==> config.mk <==
export PLATFORM = sky130hd
export DESIGN_NAME = readout_word_decoder
export DESIGN_NICKNAME = d
export VERILOG_FILES = /design/src/hw/rtl/rwd_pkg.sv /design/src/hw/rtl/rwd_fifo.sv /design/src/hw/rtl/rwd_front.sv /design/src/hw/rtl/rwd_back.sv /design/src/hw/rtl/readout_word_decoder.sv
export SDC_FILE = /design/constraint.sdc
export NUM_CORES = 2
export LEC_CHECK = 0
export ABC_AREA = 0
export BUFFER_PORTS_ARGS = -buffer_cell sky130_fd_sc_hd__buf_2
export CORE_MARGIN = 10
export CORE_UTILIZATION = 49
export DETAILED_ROUTE_END_ITERATION = 8
export GPL_TIMING_DRIVEN = 0
export PLACE_DENSITY = 0.68
export SLEW_MARGIN = 10
export SYNTH_ARGS = -nofsm -noshare
export SYNTH_HDL_FRONTEND = slang
export SYNTH_SLANG_ARGS = --single-unit
==> constraint.sdc <==
create_clock -name clk -period 33.1 [get_ports clk]
set_input_delay 6.62 -clock clk [delete_from_list [all_inputs] [get_ports clk]]
set_output_delay 6.62 -clock clk [all_outputs]
set_load 0.02 [all_outputs]
==> src/hw/rtl/rwd_pkg.sv <==
`default_nettype none

package rwd_pkg;

  localparam int COUNT_WIDTH_DEF = 16;
  localparam int FIFO_DEPTH_DEF = 4;

  localparam logic [5:0]  LAST_VALID_CHANNEL_RST = 6'd36;
  localparam logic [4:0]  LAST_VALID_ROC_RST     = 5'd2;
  localparam logic [31:0] DAY_LENGTH_RST         = 32'd86400000;

  localparam logic [1:0] REQ_HEADER  = 2'd0;
  localparam logic [1:0] REQ_DATA    = 2'd1;
  localparam logic [1:0] REQ_TRAILER = 2'd2;

  localparam logic [1:0] REG_LAST_VALID_CHANNEL = 2'd0;
  localparam logic [1:0] REG_LAST_VALID_ROC     = 2'd1;
  localparam logic [1:0] REG_DAY_LENGTH         = 2'd2;

  typedef enum logic [3:0] {
    KIND_HIT         = 4'd0,
    KIND_GAP         = 4'd1,
    KIND_DUMMY       = 4'd2,
    KIND_NEARFULL    = 4'd3,
    KIND_TIMEOUT_W1  = 4'd4,
    KIND_TIMEOUT_W2  = 4'd5,
    KIND_TIMEOUT_OTH = 4'd6,
    KIND_TRAILER_ERR = 4'd7,
    KIND_EVNUM_ERR   = 4'd8,
    KIND_ALL_ONES    = 4'd9,
    KIND_BAD_ROC     = 4'd10,
    KIND_BAD_CHANNEL = 4'd11,
    KIND_NULL        = 4'd12,
    KIND_DUPLICATE   = 4'd13,
    KIND_TRAILER     = 4'd14,
    KIND_HEADER      = 4'd15
  } kind_t;

  typedef struct packed {
    kind_t       kind;
    logic [5:0]  channel;
    logic [1:0]  roc_index;
    logic [5:0]  column;
    logic [6:0]  row;
    logic [35:0] detail;
    logic [31:0] word;
  } item_t;

endpackage

`default_nettype wire

==> src/hw/rtl/rwd_fifo.sv <==
`default_nettype none

module rwd_fifo #(
  parameter int WIDTH = 8,
  parameter int DEPTH = 4
) (
  input  wire logic             clk,
  input  wire logic             rst,
  input  wire logic             wr_en,
  input  wire logic [WIDTH-1:0] wr_data,
  output logic                  full,
  input  wire logic             rd_en,
  output logic [WIDTH-1:0]      rd_data,
  output logic                  valid
);

  localparam int PTR_W = (DEPTH > 1) ? $clog2(DEPTH) : 1;
  localparam int CNT_W = $clog2(DEPTH + 1);

  logic [WIDTH-1:0] mem [DEPTH];
  logic [PTR_W-1:0] wr_ptr;
  logic [PTR_W-1:0] rd_ptr;
  logic [CNT_W-1:0] count;
  logic             do_wr;
  logic             do_rd;

  assign full    = (count == CNT_W'(DEPTH));
  assign valid   = (count != '0);
  assign do_wr   = wr_en && !full;
  assign do_rd   = rd_en && valid;
  assign rd_data = mem[rd_ptr];

  always_ff @(posedge clk) begin
    if (do_wr) begin
      mem[wr_ptr] <= wr_data;
    end
  end

  always_ff @(posedge clk) begin
    if (rst) begin
      wr_ptr <= '0;
      rd_ptr <= '0;
      count  <= '0;
    end else begin
      if (do_wr) begin
        wr_ptr <= (wr_ptr == PTR_W'(DEPTH - 1)) ? '0 : wr_ptr + 1'b1;
      end
      if (do_rd) begin
        rd_ptr <= (rd_ptr == PTR_W'(DEPTH - 1)) ? '0 : rd_ptr + 1'b1;
      end
      if (do_wr && !do_rd) begin
        count <= count + 1'b1;
      end else if (do_rd && !do_wr) begin
        count <= count - 1'b1;
      end
    end
  end

endmodule

`default_nettype wire

==> src/hw/rtl/rwd_front.sv <==
`default_nettype none

module rwd_front (
  input  wire logic          clk,
  input  wire logic          rst,
  input  wire logic          push,
  output logic               full,
  input  wire logic [1:0]    req_type,
  input  wire logic [31:0]   word,
  input  wire logic [5:0]    last_valid_channel,
  input  wire logic [4:0]    last_valid_roc,
  output logic               q_push,
  output rwd_pkg::item_t     q_item,
  input  wire logic          q_full
);

  import rwd_pkg::*;

  logic        f_valid;
  item_t       f_item;
  item_t       item_next;
  logic        accept;
  logic [31:0] history_words [2];
  logic [1:0]  history_valid;
  logic        dup;
  logic [4:0]  roc;
  logic [4:0]  roc_idx;
  logic [7:0]  pix;
  logic [7:0]  half;
  logic [7:0]  sel;

  function automatic logic [5:0] timeout_offset(input logic [2:0] code);
    logic [5:0] off;
    case (code)
      3'd0:    off = 6'd0;
      3'd1:    off = 6'd4;
      3'd2:    off = 6'd9;
      3'd3:    off = 6'd13;
      3'd4:    off = 6'd18;
      3'd5:    off = 6'd22;
      3'd6:    off = 6'd27;
      default: off = 6'd31;
    endcase
    return off;
  endfunction

  assign full   = f_valid && q_full;
  assign accept = push && !full;
  assign q_push = f_valid && !q_full;
  assign q_item = f_item;

  assign dup     = history_valid[1] && (history_words[1] == word);
  assign roc     = word[25:21];
  assign roc_idx = roc - 5'd1;
  assign pix     = word[15:8];
  assign half    = {1'b0, pix[7:1]};
  assign sel     = word[27:20];

  always_comb begin
    item_next           = '0;
    item_next.kind      = KIND_NULL;
    item_next.word      = word;
    if (req_type == REQ_HEADER) begin
      item_next.kind = KIND_HEADER;
    end else if (req_type == REQ_TRAILER) begin
      item_next.kind = KIND_TRAILER;
    end else begin
      item_next.channel = word[31:26];
      if (dup) begin
        item_next.kind = KIND_DUPLICATE;
      end else if (word[27:0] == 28'd0) begin
        item_next.kind = KIND_NULL;
      end else if (roc > 5'd25) begin
        if (word == 32'hffff_ffff) begin
          item_next.kind = KIND_ALL_ONES;
        end else begin
          case (roc)
            5'd26:   item_next.kind = KIND_GAP;
            5'd27:   item_next.kind = KIND_DUMMY;
            5'd28:   item_next.kind = KIND_NEARFULL;
            5'd29: begin
              if (sel == 8'h3b) begin
                item_next.kind = KIND_TIMEOUT_W1;
              end else if (sel == 8'h3a) begin
                item_next.kind   = KIND_TIMEOUT_W2;
                item_next.detail = 36'(word[4:0]) << timeout_offset(word[10:8]);
              end else begin
                item_next.kind = KIND_TIMEOUT_OTH;
              end
            end
            5'd30: begin
              item_next.kind   = KIND_TRAILER_ERR;
              item_next.detail = 36'(word[11:0]);
            end
            default: begin
              item_next.kind   = KIND_EVNUM_ERR;
              item_next.detail = 36'(word[7:0]);
            end
          endcase
        end
      end else if (word[31:26] != 6'd0 && word[31:26] <= last_valid_channel) begin
        if (roc != 5'd0 && roc_idx <= last_valid_roc) begin
          item_next.kind      = KIND_HIT;
          item_next.roc_index = roc_idx[1:0];
          item_next.column    = {word[20:16], pix[0]};
          if (pix == 8'd160 || pix == 8'd161) begin
            item_next.row = 7'd0;
          end else if (half >= 8'd80) begin
            item_next.row = 7'(half - 8'd80);
          end else begin
            item_next.row = 7'(8'd80 - half);
          end
        end else begin
          item_next.kind = KIND_BAD_ROC;
        end
      end else begin
        item_next.kind = KIND_BAD_CHANNEL;
      end
    end
  end

  always_ff @(posedge clk) begin
    if (accept) begin
      f_item <= item_next;
    end
  end

  always_ff @(posedge clk) begin
    if (rst) begin
      f_valid          <= 1'b0;
      history_valid    <= 2'b00;
      history_words[0] <= '0;
      history_words[1] <= '0;
    end else begin
      if (accept) begin
        f_valid <= 1'b1;
      end else if (q_push) begin
        f_valid <= 1'b0;
      end
      if (accept && req_type == REQ_HEADER) begin
        history_valid    <= 2'b00;
        history_words[0] <= '0;
        history_words[1] <= '0;
      end else if (accept && req_type != REQ_TRAILER) begin
        history_valid    <= {history_valid[0], 1'b1};
        history_words[0] <= word;
        history_words[1] <= history_words[0];
      end
    end
  end

endmodule

`default_nettype wire

==> src/hw/rtl/rwd_back.sv <==
`default_nettype none

module rwd_back #(
  parameter int COUNT_WIDTH = rwd_pkg::COUNT_WIDTH_DEF
) (
  input  wire logic           clk,
  input  wire logic           rst,
  input  wire logic           q_valid,
  input  wire rwd_pkg::item_t q_item,
  output logic                q_pop,
  input  wire logic [31:0]    day_length,
  output logic                empty,
  input  wire logic           pop,
  output logic [3:0]          kind,
  output logic [5:0]          channel,
  output logic [1:0]          roc_index,
  output logic [5:0]          column,
  output logic [6:0]          row,
  output logic [35:0]         detail,
  output logic [15:0]         hit_count,
  output logic [15:0]         gap_count,
  output logic [15:0]         timeout_count,
  output logic [15:0]         evnum_err_count,
  output logic [15:0]         other_err_count,
  output logic [31:0]         extended_time
);

  import rwd_pkg::*;

  logic [COUNT_WIDTH-1:0] hits_seen, gaps_seen, timeouts_seen;
  logic [COUNT_WIDTH-1:0] evnum_errors_seen, other_errors_seen;
  logic [COUNT_WIDTH-1:0] hits_next, gaps_next, timeouts_next;
  logic [COUNT_WIDTH-1:0] evnum_next, other_next;
  logic [31:0]            previous_time, wrap_count, wrap_next;

  logic                   a_valid, b_valid, a_load, b_load;
  item_t                  a_item;
  logic [COUNT_WIDTH-1:0] a_hits, a_gaps, a_timeouts, a_evnum, a_other;
  logic [31:0]            a_wrap;

  function automatic logic [COUNT_WIDTH-1:0] sat_inc(input logic [COUNT_WIDTH-1:0] c);
    return (c == '1) ? c : c + 1'b1;
  endfunction

  assign empty  = !b_valid;
  assign b_load = a_valid && (!b_valid || pop);
  assign a_load = q_valid && (!a_valid || b_load);
  assign q_pop  = a_load;

  always_comb begin
    hits_next     = hits_seen;
    gaps_next     = gaps_seen;
    timeouts_next = timeouts_seen;
    evnum_next    = evnum_errors_seen;
    other_next    = other_errors_seen;
    wrap_next     = wrap_count;
    case (q_item.kind)
      KIND_HIT:         hits_next = sat_inc(hits_seen);
      KIND_GAP,
      KIND_DUMMY:       gaps_next = sat_inc(gaps_seen);
      KIND_TIMEOUT_W1,
      KIND_TIMEOUT_W2,
      KIND_TIMEOUT_OTH: timeouts_next = sat_inc(timeouts_seen);
      KIND_EVNUM_ERR:   evnum_next = sat_inc(evnum_errors_seen);
      KIND_NEARFULL,
      KIND_TRAILER_ERR,
      KIND_ALL_ONES,
      KIND_BAD_ROC,
      KIND_BAD_CHANNEL,
      KIND_NULL:        other_next = sat_inc(other_errors_seen);
      KIND_HEADER: begin
        hits_next     = '0;
        gaps_next     = '0;
        timeouts_next = '0;
        evnum_next    = '0;
        other_next    = '0;
      end
      KIND_TRAILER: begin
        if ($signed(q_item.word) < $signed(previous_time)) begin
          wrap_next = wrap_count + 32'd1;
        end
      end
      default: begin
      end
    endcase
  end

  always_ff @(posedge clk) begin
    if (rst) begin
      hits_seen         <= '0;
      gaps_seen         <= '0;
      timeouts_seen     <= '0;
      evnum_errors_seen <= '0;
      other_errors_seen <= '0;
      previous_time     <= 32'hffff_ffff;
      wrap_count        <= '0;
      a_valid           <= 1'b0;
      b_valid           <= 1'b0;
    end else begin
      if (a_load) begin
        hits_seen         <= hits_next;
        gaps_seen         <= gaps_next;
        timeouts_seen     <= timeouts_next;
        evnum_errors_seen <= evnum_next;
        other_errors_seen <= other_next;
        wrap_count        <= wrap_next;
        if (q_item.kind == KIND_TRAILER) begin
          previous_time <= q_item.word;
        end
      end
      if (a_load) begin
        a_valid <= 1'b1;
      end else if (b_load) begin
        a_valid <= 1'b0;
      end
      if (b_load) begin
        b_valid <= 1'b1;
      end else if (pop) begin
        b_valid <= 1'b0;
      end
    end
  end

  always_ff @(posedge clk) begin
    if (a_load) begin
      a_item     <= q_item;
      a_hits     <= hits_next;
      a_gaps     <= gaps_next;
      a_timeouts <= timeouts_next;
      a_evnum    <= evnum_next;
      a_other    <= other_next;
      a_wrap     <= wrap_next;
    end
    if (b_load) begin
      kind            <= a_item.kind;
      channel         <= a_item.channel;
      roc_index       <= a_item.roc_index;
      column          <= a_item.column;
      row             <= a_item.row;
      detail          <= a_item.detail;
      hit_count       <= 16'(a_hits);
      gap_count       <= 16'(a_gaps);
      timeout_count   <= 16'(a_timeouts);
      evnum_err_count <= 16'(a_evnum);
      other_err_count <= 16'(a_other);
      extended_time   <= (a_item.kind == KIND_TRAILER) ?
                         a_item.word + 32'(day_length * a_wrap) : 32'd0;
    end
  end

endmodule

`default_nettype wire

==> src/hw/rtl/readout_word_decoder.sv <==
// Readout word decoder.
// Input channel: push/full carries one tagged word (req_type, word) per cycle
// while full is low: event header, data word or trailer time. Result channel:
// empty/pop; exactly one result per input word, in order, while empty is low.
// Configuration over the APB port: last_valid_channel at 0x0, last_valid_roc
// at 0x4, day_length at 0x8; write only while the block is idle.
// Throughput: one word per cycle sustained while pop is held high. The front
// stage classifies the word and checks duplicates in its accept cycle; the
// back stage updates the saturating counters and wrap count, then a
// multiply-add stage extends the trailer time. An accepted word passes the
// front register, the queue, the counter stage and the result register.
// When the receiver stalls, results collect in the back stages and the queue;
// full rises once the queue and the front register are occupied.
// Reset (synchronous, rst high) empties all stages, clears counters and
// history, sets the previous trailer time to all ones and restores the
// register defaults.
`default_nettype none

module readout_word_decoder #(
  parameter int COUNT_WIDTH = rwd_pkg::COUNT_WIDTH_DEF,
  parameter int FIFO_DEPTH  = rwd_pkg::FIFO_DEPTH_DEF
) (
  input  wire logic        clk,
  input  wire logic        rst,
  input  wire logic        push,
  output logic             full,
  input  wire logic [1:0]  req_type,
  input  wire logic [31:0] word,
  output logic             empty,
  input  wire logic        pop,
  output logic [3:0]       kind,
  output logic [5:0]       channel,
  output logic [1:0]       roc_index,
  output logic [5:0]       column,
  output logic [6:0]       row,
  output logic [35:0]      detail,
  output logic [15:0]      hit_count,
  output logic [15:0]      gap_count,
  output logic [15:0]      timeout_count,
  output logic [15:0]      evnum_err_count,
  output logic [15:0]      other_err_count,
  output logic [31:0]      extended_time,
  input  wire logic        psel,
  input  wire logic        penable,
  input  wire logic        pwrite,
  input  wire logic [3:0]  paddr,
  input  wire logic [31:0] pwdata,
  output logic [31:0]      prdata,
  output logic             pready
);

  import rwd_pkg::*;

  logic [5:0]  last_valid_channel;
  logic [4:0]  last_valid_roc;
  logic [31:0] day_length;
  logic        cfg_wr;
  logic        q_push, q_full, q_valid, q_pop;
  item_t       f_item;
  item_t       q_item;

  assign pready = 1'b1;
  assign cfg_wr = psel && penable && pwrite && pready;

  always_ff @(posedge clk) begin
    if (rst) begin
      last_valid_channel <= LAST_VALID_CHANNEL_RST;
      last_valid_roc     <= LAST_VALID_ROC_RST;
      day_length         <= DAY_LENGTH_RST;
    end else if (cfg_wr) begin
      case (paddr[3:2])
        REG_LAST_VALID_CHANNEL: last_valid_channel <= pwdata[5:0];
        REG_LAST_VALID_ROC:     last_valid_roc     <= pwdata[4:0];
        REG_DAY_LENGTH:         day_length         <= pwdata;
        default: begin
        end
      endcase
    end
  end

  always_comb begin
    case (paddr[3:2])
      REG_LAST_VALID_CHANNEL: prdata = {26'd0, last_valid_channel};
      REG_LAST_VALID_ROC:     prdata = {27'd0, last_valid_roc};
      REG_DAY_LENGTH:         prdata = day_length;
      default:                prdata = 32'd0;
    endcase
  end

  rwd_front u_front (
    .clk                (clk),
    .rst                (rst),
    .push               (push),
    .full               (full),
    .req_type           (req_type),
    .word               (word),
    .last_valid_channel (last_valid_channel),
    .last_valid_roc     (last_valid_roc),
    .q_push             (q_push),
    .q_item             (f_item),
    .q_full             (q_full)
  );

  rwd_fifo #(
    .WIDTH ($bits(item_t)),
    .DEPTH (FIFO_DEPTH)
  ) u_fifo (
    .clk     (clk),
    .rst     (rst),
    .wr_en   (q_push),
    .wr_data (f_item),
    .full    (q_full),
    .rd_en   (q_pop),
    .rd_data (q_item),
    .valid   (q_valid)
  );

  rwd_back #(
    .COUNT_WIDTH (COUNT_WIDTH)
  ) u_back (
    .clk             (clk),
    .rst             (rst),
    .q_valid         (q_valid),
    .q_item          (q_item),
    .q_pop           (q_pop),
    .day_length      (day_length),
    .empty           (empty),
    .pop             (pop),
    .kind            (kind),
    .channel         (channel),
    .roc_index       (roc_index),
    .column          (column),
    .row             (row),
    .detail          (detail),
    .hit_count       (hit_count),
    .gap_count       (gap_count),
    .timeout_count   (timeout_count),
    .evnum_err_count (evnum_err_count),
    .other_err_count (other_err_count),
    .extended_time   (extended_time)
  );

endmodule

`default_nettype wire

==> results.sh <==
export IMPL_status="finished, final reports clean"
export IMPL_final_hold_violation_count=0
export IMPL_synthArstFlopShare=0
export IMPL_coreArea_um2=122000
export IMPL_clk_pin_slew_worst_paths_ps=60
export IMPL_yosysTopAreaCell="edfxtp_1"
export IMPL_cp_end_kind="output pin"
export IMPL_finalSetupViolations=0
export IMPL_ys_ff_latch=1108
export IMPL_place_gp_congestion=0.954
export IMPL_skew_ps=57.6
export IMPL_dp_hpwl_um=121000
export IMPL_track_usage=0.234
export IMPL_port_buffers=279
export IMPL_initial_utilization=0.494
export IMPL_holdCritStartpoint="u_back.a_item[85]$_DFFE_PP_"
export IMPL_fin_crit_sh=0.480
export IMPL_met1_length_um=64100
export IMPL_vias_per_cell=5.53
export IMPL_rsz0062_at_grt="false"
export IMPL_cts_setup_buffers=0
export IMPL_finalCriticalPeriod_ps=15890
export IMPL_drive_gt1_frac=0.116
export IMPL_crit_type="in2out"
export IMPL_insertion_delay_ps=740
export IMPL_grt_pass1_wl_um=243000
export IMPL_synth_edf_count=907
export IMPL_maxUsedRoutingLayer="met5"
export IMPL_nNetsFinal=5995
export IMPL_routed_wl_met3_um=12600
export IMPL_wirelength_um=162000
export IMPL_netlist_instances=4877
export IMPL_most_common_layout_cells="907 x edfxtp_1, 572 x inv_1, 519 x nand2_1, 439 x fa_1, 429 x and2_1"
export IMPL_dr_pass1_iters=8
export IMPL_fin_setup_tns_ps=0
export IMPL_crit_arrival_ps=9270
export IMPL_grt_pass1_vias=39000
export IMPL_drv_cap=0
export IMPL_overflow=0
export IMPL_cts_resized=0
export IMPL_wl_met2_um=78600
export IMPL_slew_violations=0
export IMPL_cp_start_kind="input port"
export IMPL_yosysWarnings=0
export IMPL_netlist_area_um2=60300
export IMPL_cts_buffers=113
export IMPL_nFillCells=10300
export IMPL_synth_top_area_share=0.452
export IMPL_final_common_cell="edfxtp_1"
export IMPL_die_x_um=371
export IMPL_cts_hold_buffers=0
export IMPL_ys_flop_type="edfxtp_1"
export IMPL_antenna_found_initial=23
export IMPL_fmax_ghz=0.0630
export IMPL_yosysSeqAreaShare=0.518
export IMPL_synth_area_leaders="edfxtp_1 45%, fa_1 15%, dfxtp_1 6.7%"
export IMPL_synth_nets=5580
export IMPL_cts_buffer_depth=3
export IMPL_num_vias=38800
export IMPL_worstMarginPinSlew_ps=1280
export IMPL_slew_headroom=0.145
export IMPL_crit_required_ps=26480
export IMPL_worstReg2RegStart="day_length[5]$_SDFFE_PP0P_"
export IMPL_cts_root_buf="clkbuf_16"
export IMPL_clock_sinks=1108
export IMPL_grt_max_degree=65
export IMPL_die_h_um=371
export IMPL_path_max_fanout=10
export IMPL_num_rows=128
export IMPL_wire_per_inst_um=23.1
export IMPL_crit_path_start="paddr[3]"
export IMPL_ant_nets=0
export IMPL_hold_class="reg2reg"
export IMPL_fp_dieArea_um2=138000
export IMPL_yosysUniqueCellTypes=80
export IMPL_h_tree_depth=3
export IMPL_boundaryPins=285
export IMPL_route_detailed_drc=0
export IMPL_tritoncts="done"
export IMPL_area_growth_syn_to_layout_pct=12.9
export IMPL_syn_area_per_cell_um2=12.4
export IMPL_drt_initial_drc_count=3330
[worst paths after layout]
check	endpoint	slack, ps	cells after the start
setup / recovery	prdata[3]	17210	6
hold / removal	u_back.channel[2]$_DFFE_PP_	420	0
setup reg to reg	u_back.extended_time[28]$_SDFFCE_PP0P_	24060	25
hold reg to reg	u_back.channel[2]$_DFFE_PP_	420	0
[through the flow]
| stage | setup WS, ps | util | hold WS, ps | std cells | area, µm² |
|---|---|---|---|---|---|
| after floorplan | 18060 | - | 400 | 4877 | 60300 |
| after global routing | 17160 | 0.558 | 419 | 7015 | 68100 |
| final | 17210 | 0.558 | 416 | 7020 | 68100 |
| after detailed placement | 17320 | 0.526 | 405 | 6802 | 64200 |
| after CTS | 17300 | 0.558 | 415 | 7011 | 68100 |
| after global placement | 13160 | 0.522 | 403 | 6781 | 63700 |
[Yosys cell counts (all sizes together), types with 72 or more instances]
master and instances:
edfxtp 907, inv 574, nand2 520, fa 439
and2 433, nor2 223, clkbuf 213, dfxtp 201
ha 187, a21oi 141, nand3 105, mux4 94
o21ai 91, xor2 82, nor3 75, xnor2 72
[cell families (layout without fill, tap and decap cells)]
| group | Yosys count | in the layout | share of synthesized area |
|---|---|---|---|
| and+or+nand+nor | 1566 | 1566 | 0.130 |
| muxes | 151 | 151 | 0.0449 |
| other | 1 | 10 | 0.0000622 |
| xor gates and xnor gates | 155 | 155 | 0.0227 |
| AOI/OAI and AO/OA | 449 | 449 | 0.0482 |
| buffers and inverters | 821 | 1330 | 0.0514 |
| adders and majority gates | 626 | 626 | 0.185 |
| DFF | 1108 | 1108 | 0.518 |
[state kept, by name, indices dropped and copies added, names as in the netlist, 32 cells and up, named ones only]
signal	cells
u_front.q_item	93
u_back.previous_time	32
u_fifo.mem	372
day_length	32
u_back.wrap_count	32
u_back.a_item	93
u_front.history_words	64
u_back.detail	36
u_back.extended_time	32
u_back.a_wrap	32
[critical path, cell delays in order]
cell,delay (ps)
clkbuf_1,340
nor2b_1,1050
clkbuf_1,510
nand2_1,270
o21ai_0,190
buf_2,250
[cell type report]
type / instances / area (µm²) / area share
Antenna cell: 9 / 22.5 / 0.000331
Buffer: 247 / 950 / 0.0139
Clock buffer: 141 / 3070 / 0.0450
Clock inverter: 68 / 783 / 0.0115
Inverter: 574 / 2150 / 0.0316
Multi-Input combinational cell: 2948 / 26000 / 0.382
Sequential cell: 1108 / 31300 / 0.459
Tap cell: 1625 / 2030 / 0.0298
Timing Repair Buffer: 300 / 1850 / 0.0272
[per-layer routing]
metal	GRT usage	up-vias
met5	0	-
met4	0.102	24
met3	0.0512	350
met2	0.385	1431
met1	0.297	19500
li1	-	17500
Power is left out: the tool's default activity adds up to more than one toggle a clock period on the data nets, which glitch-free logic cannot reach.
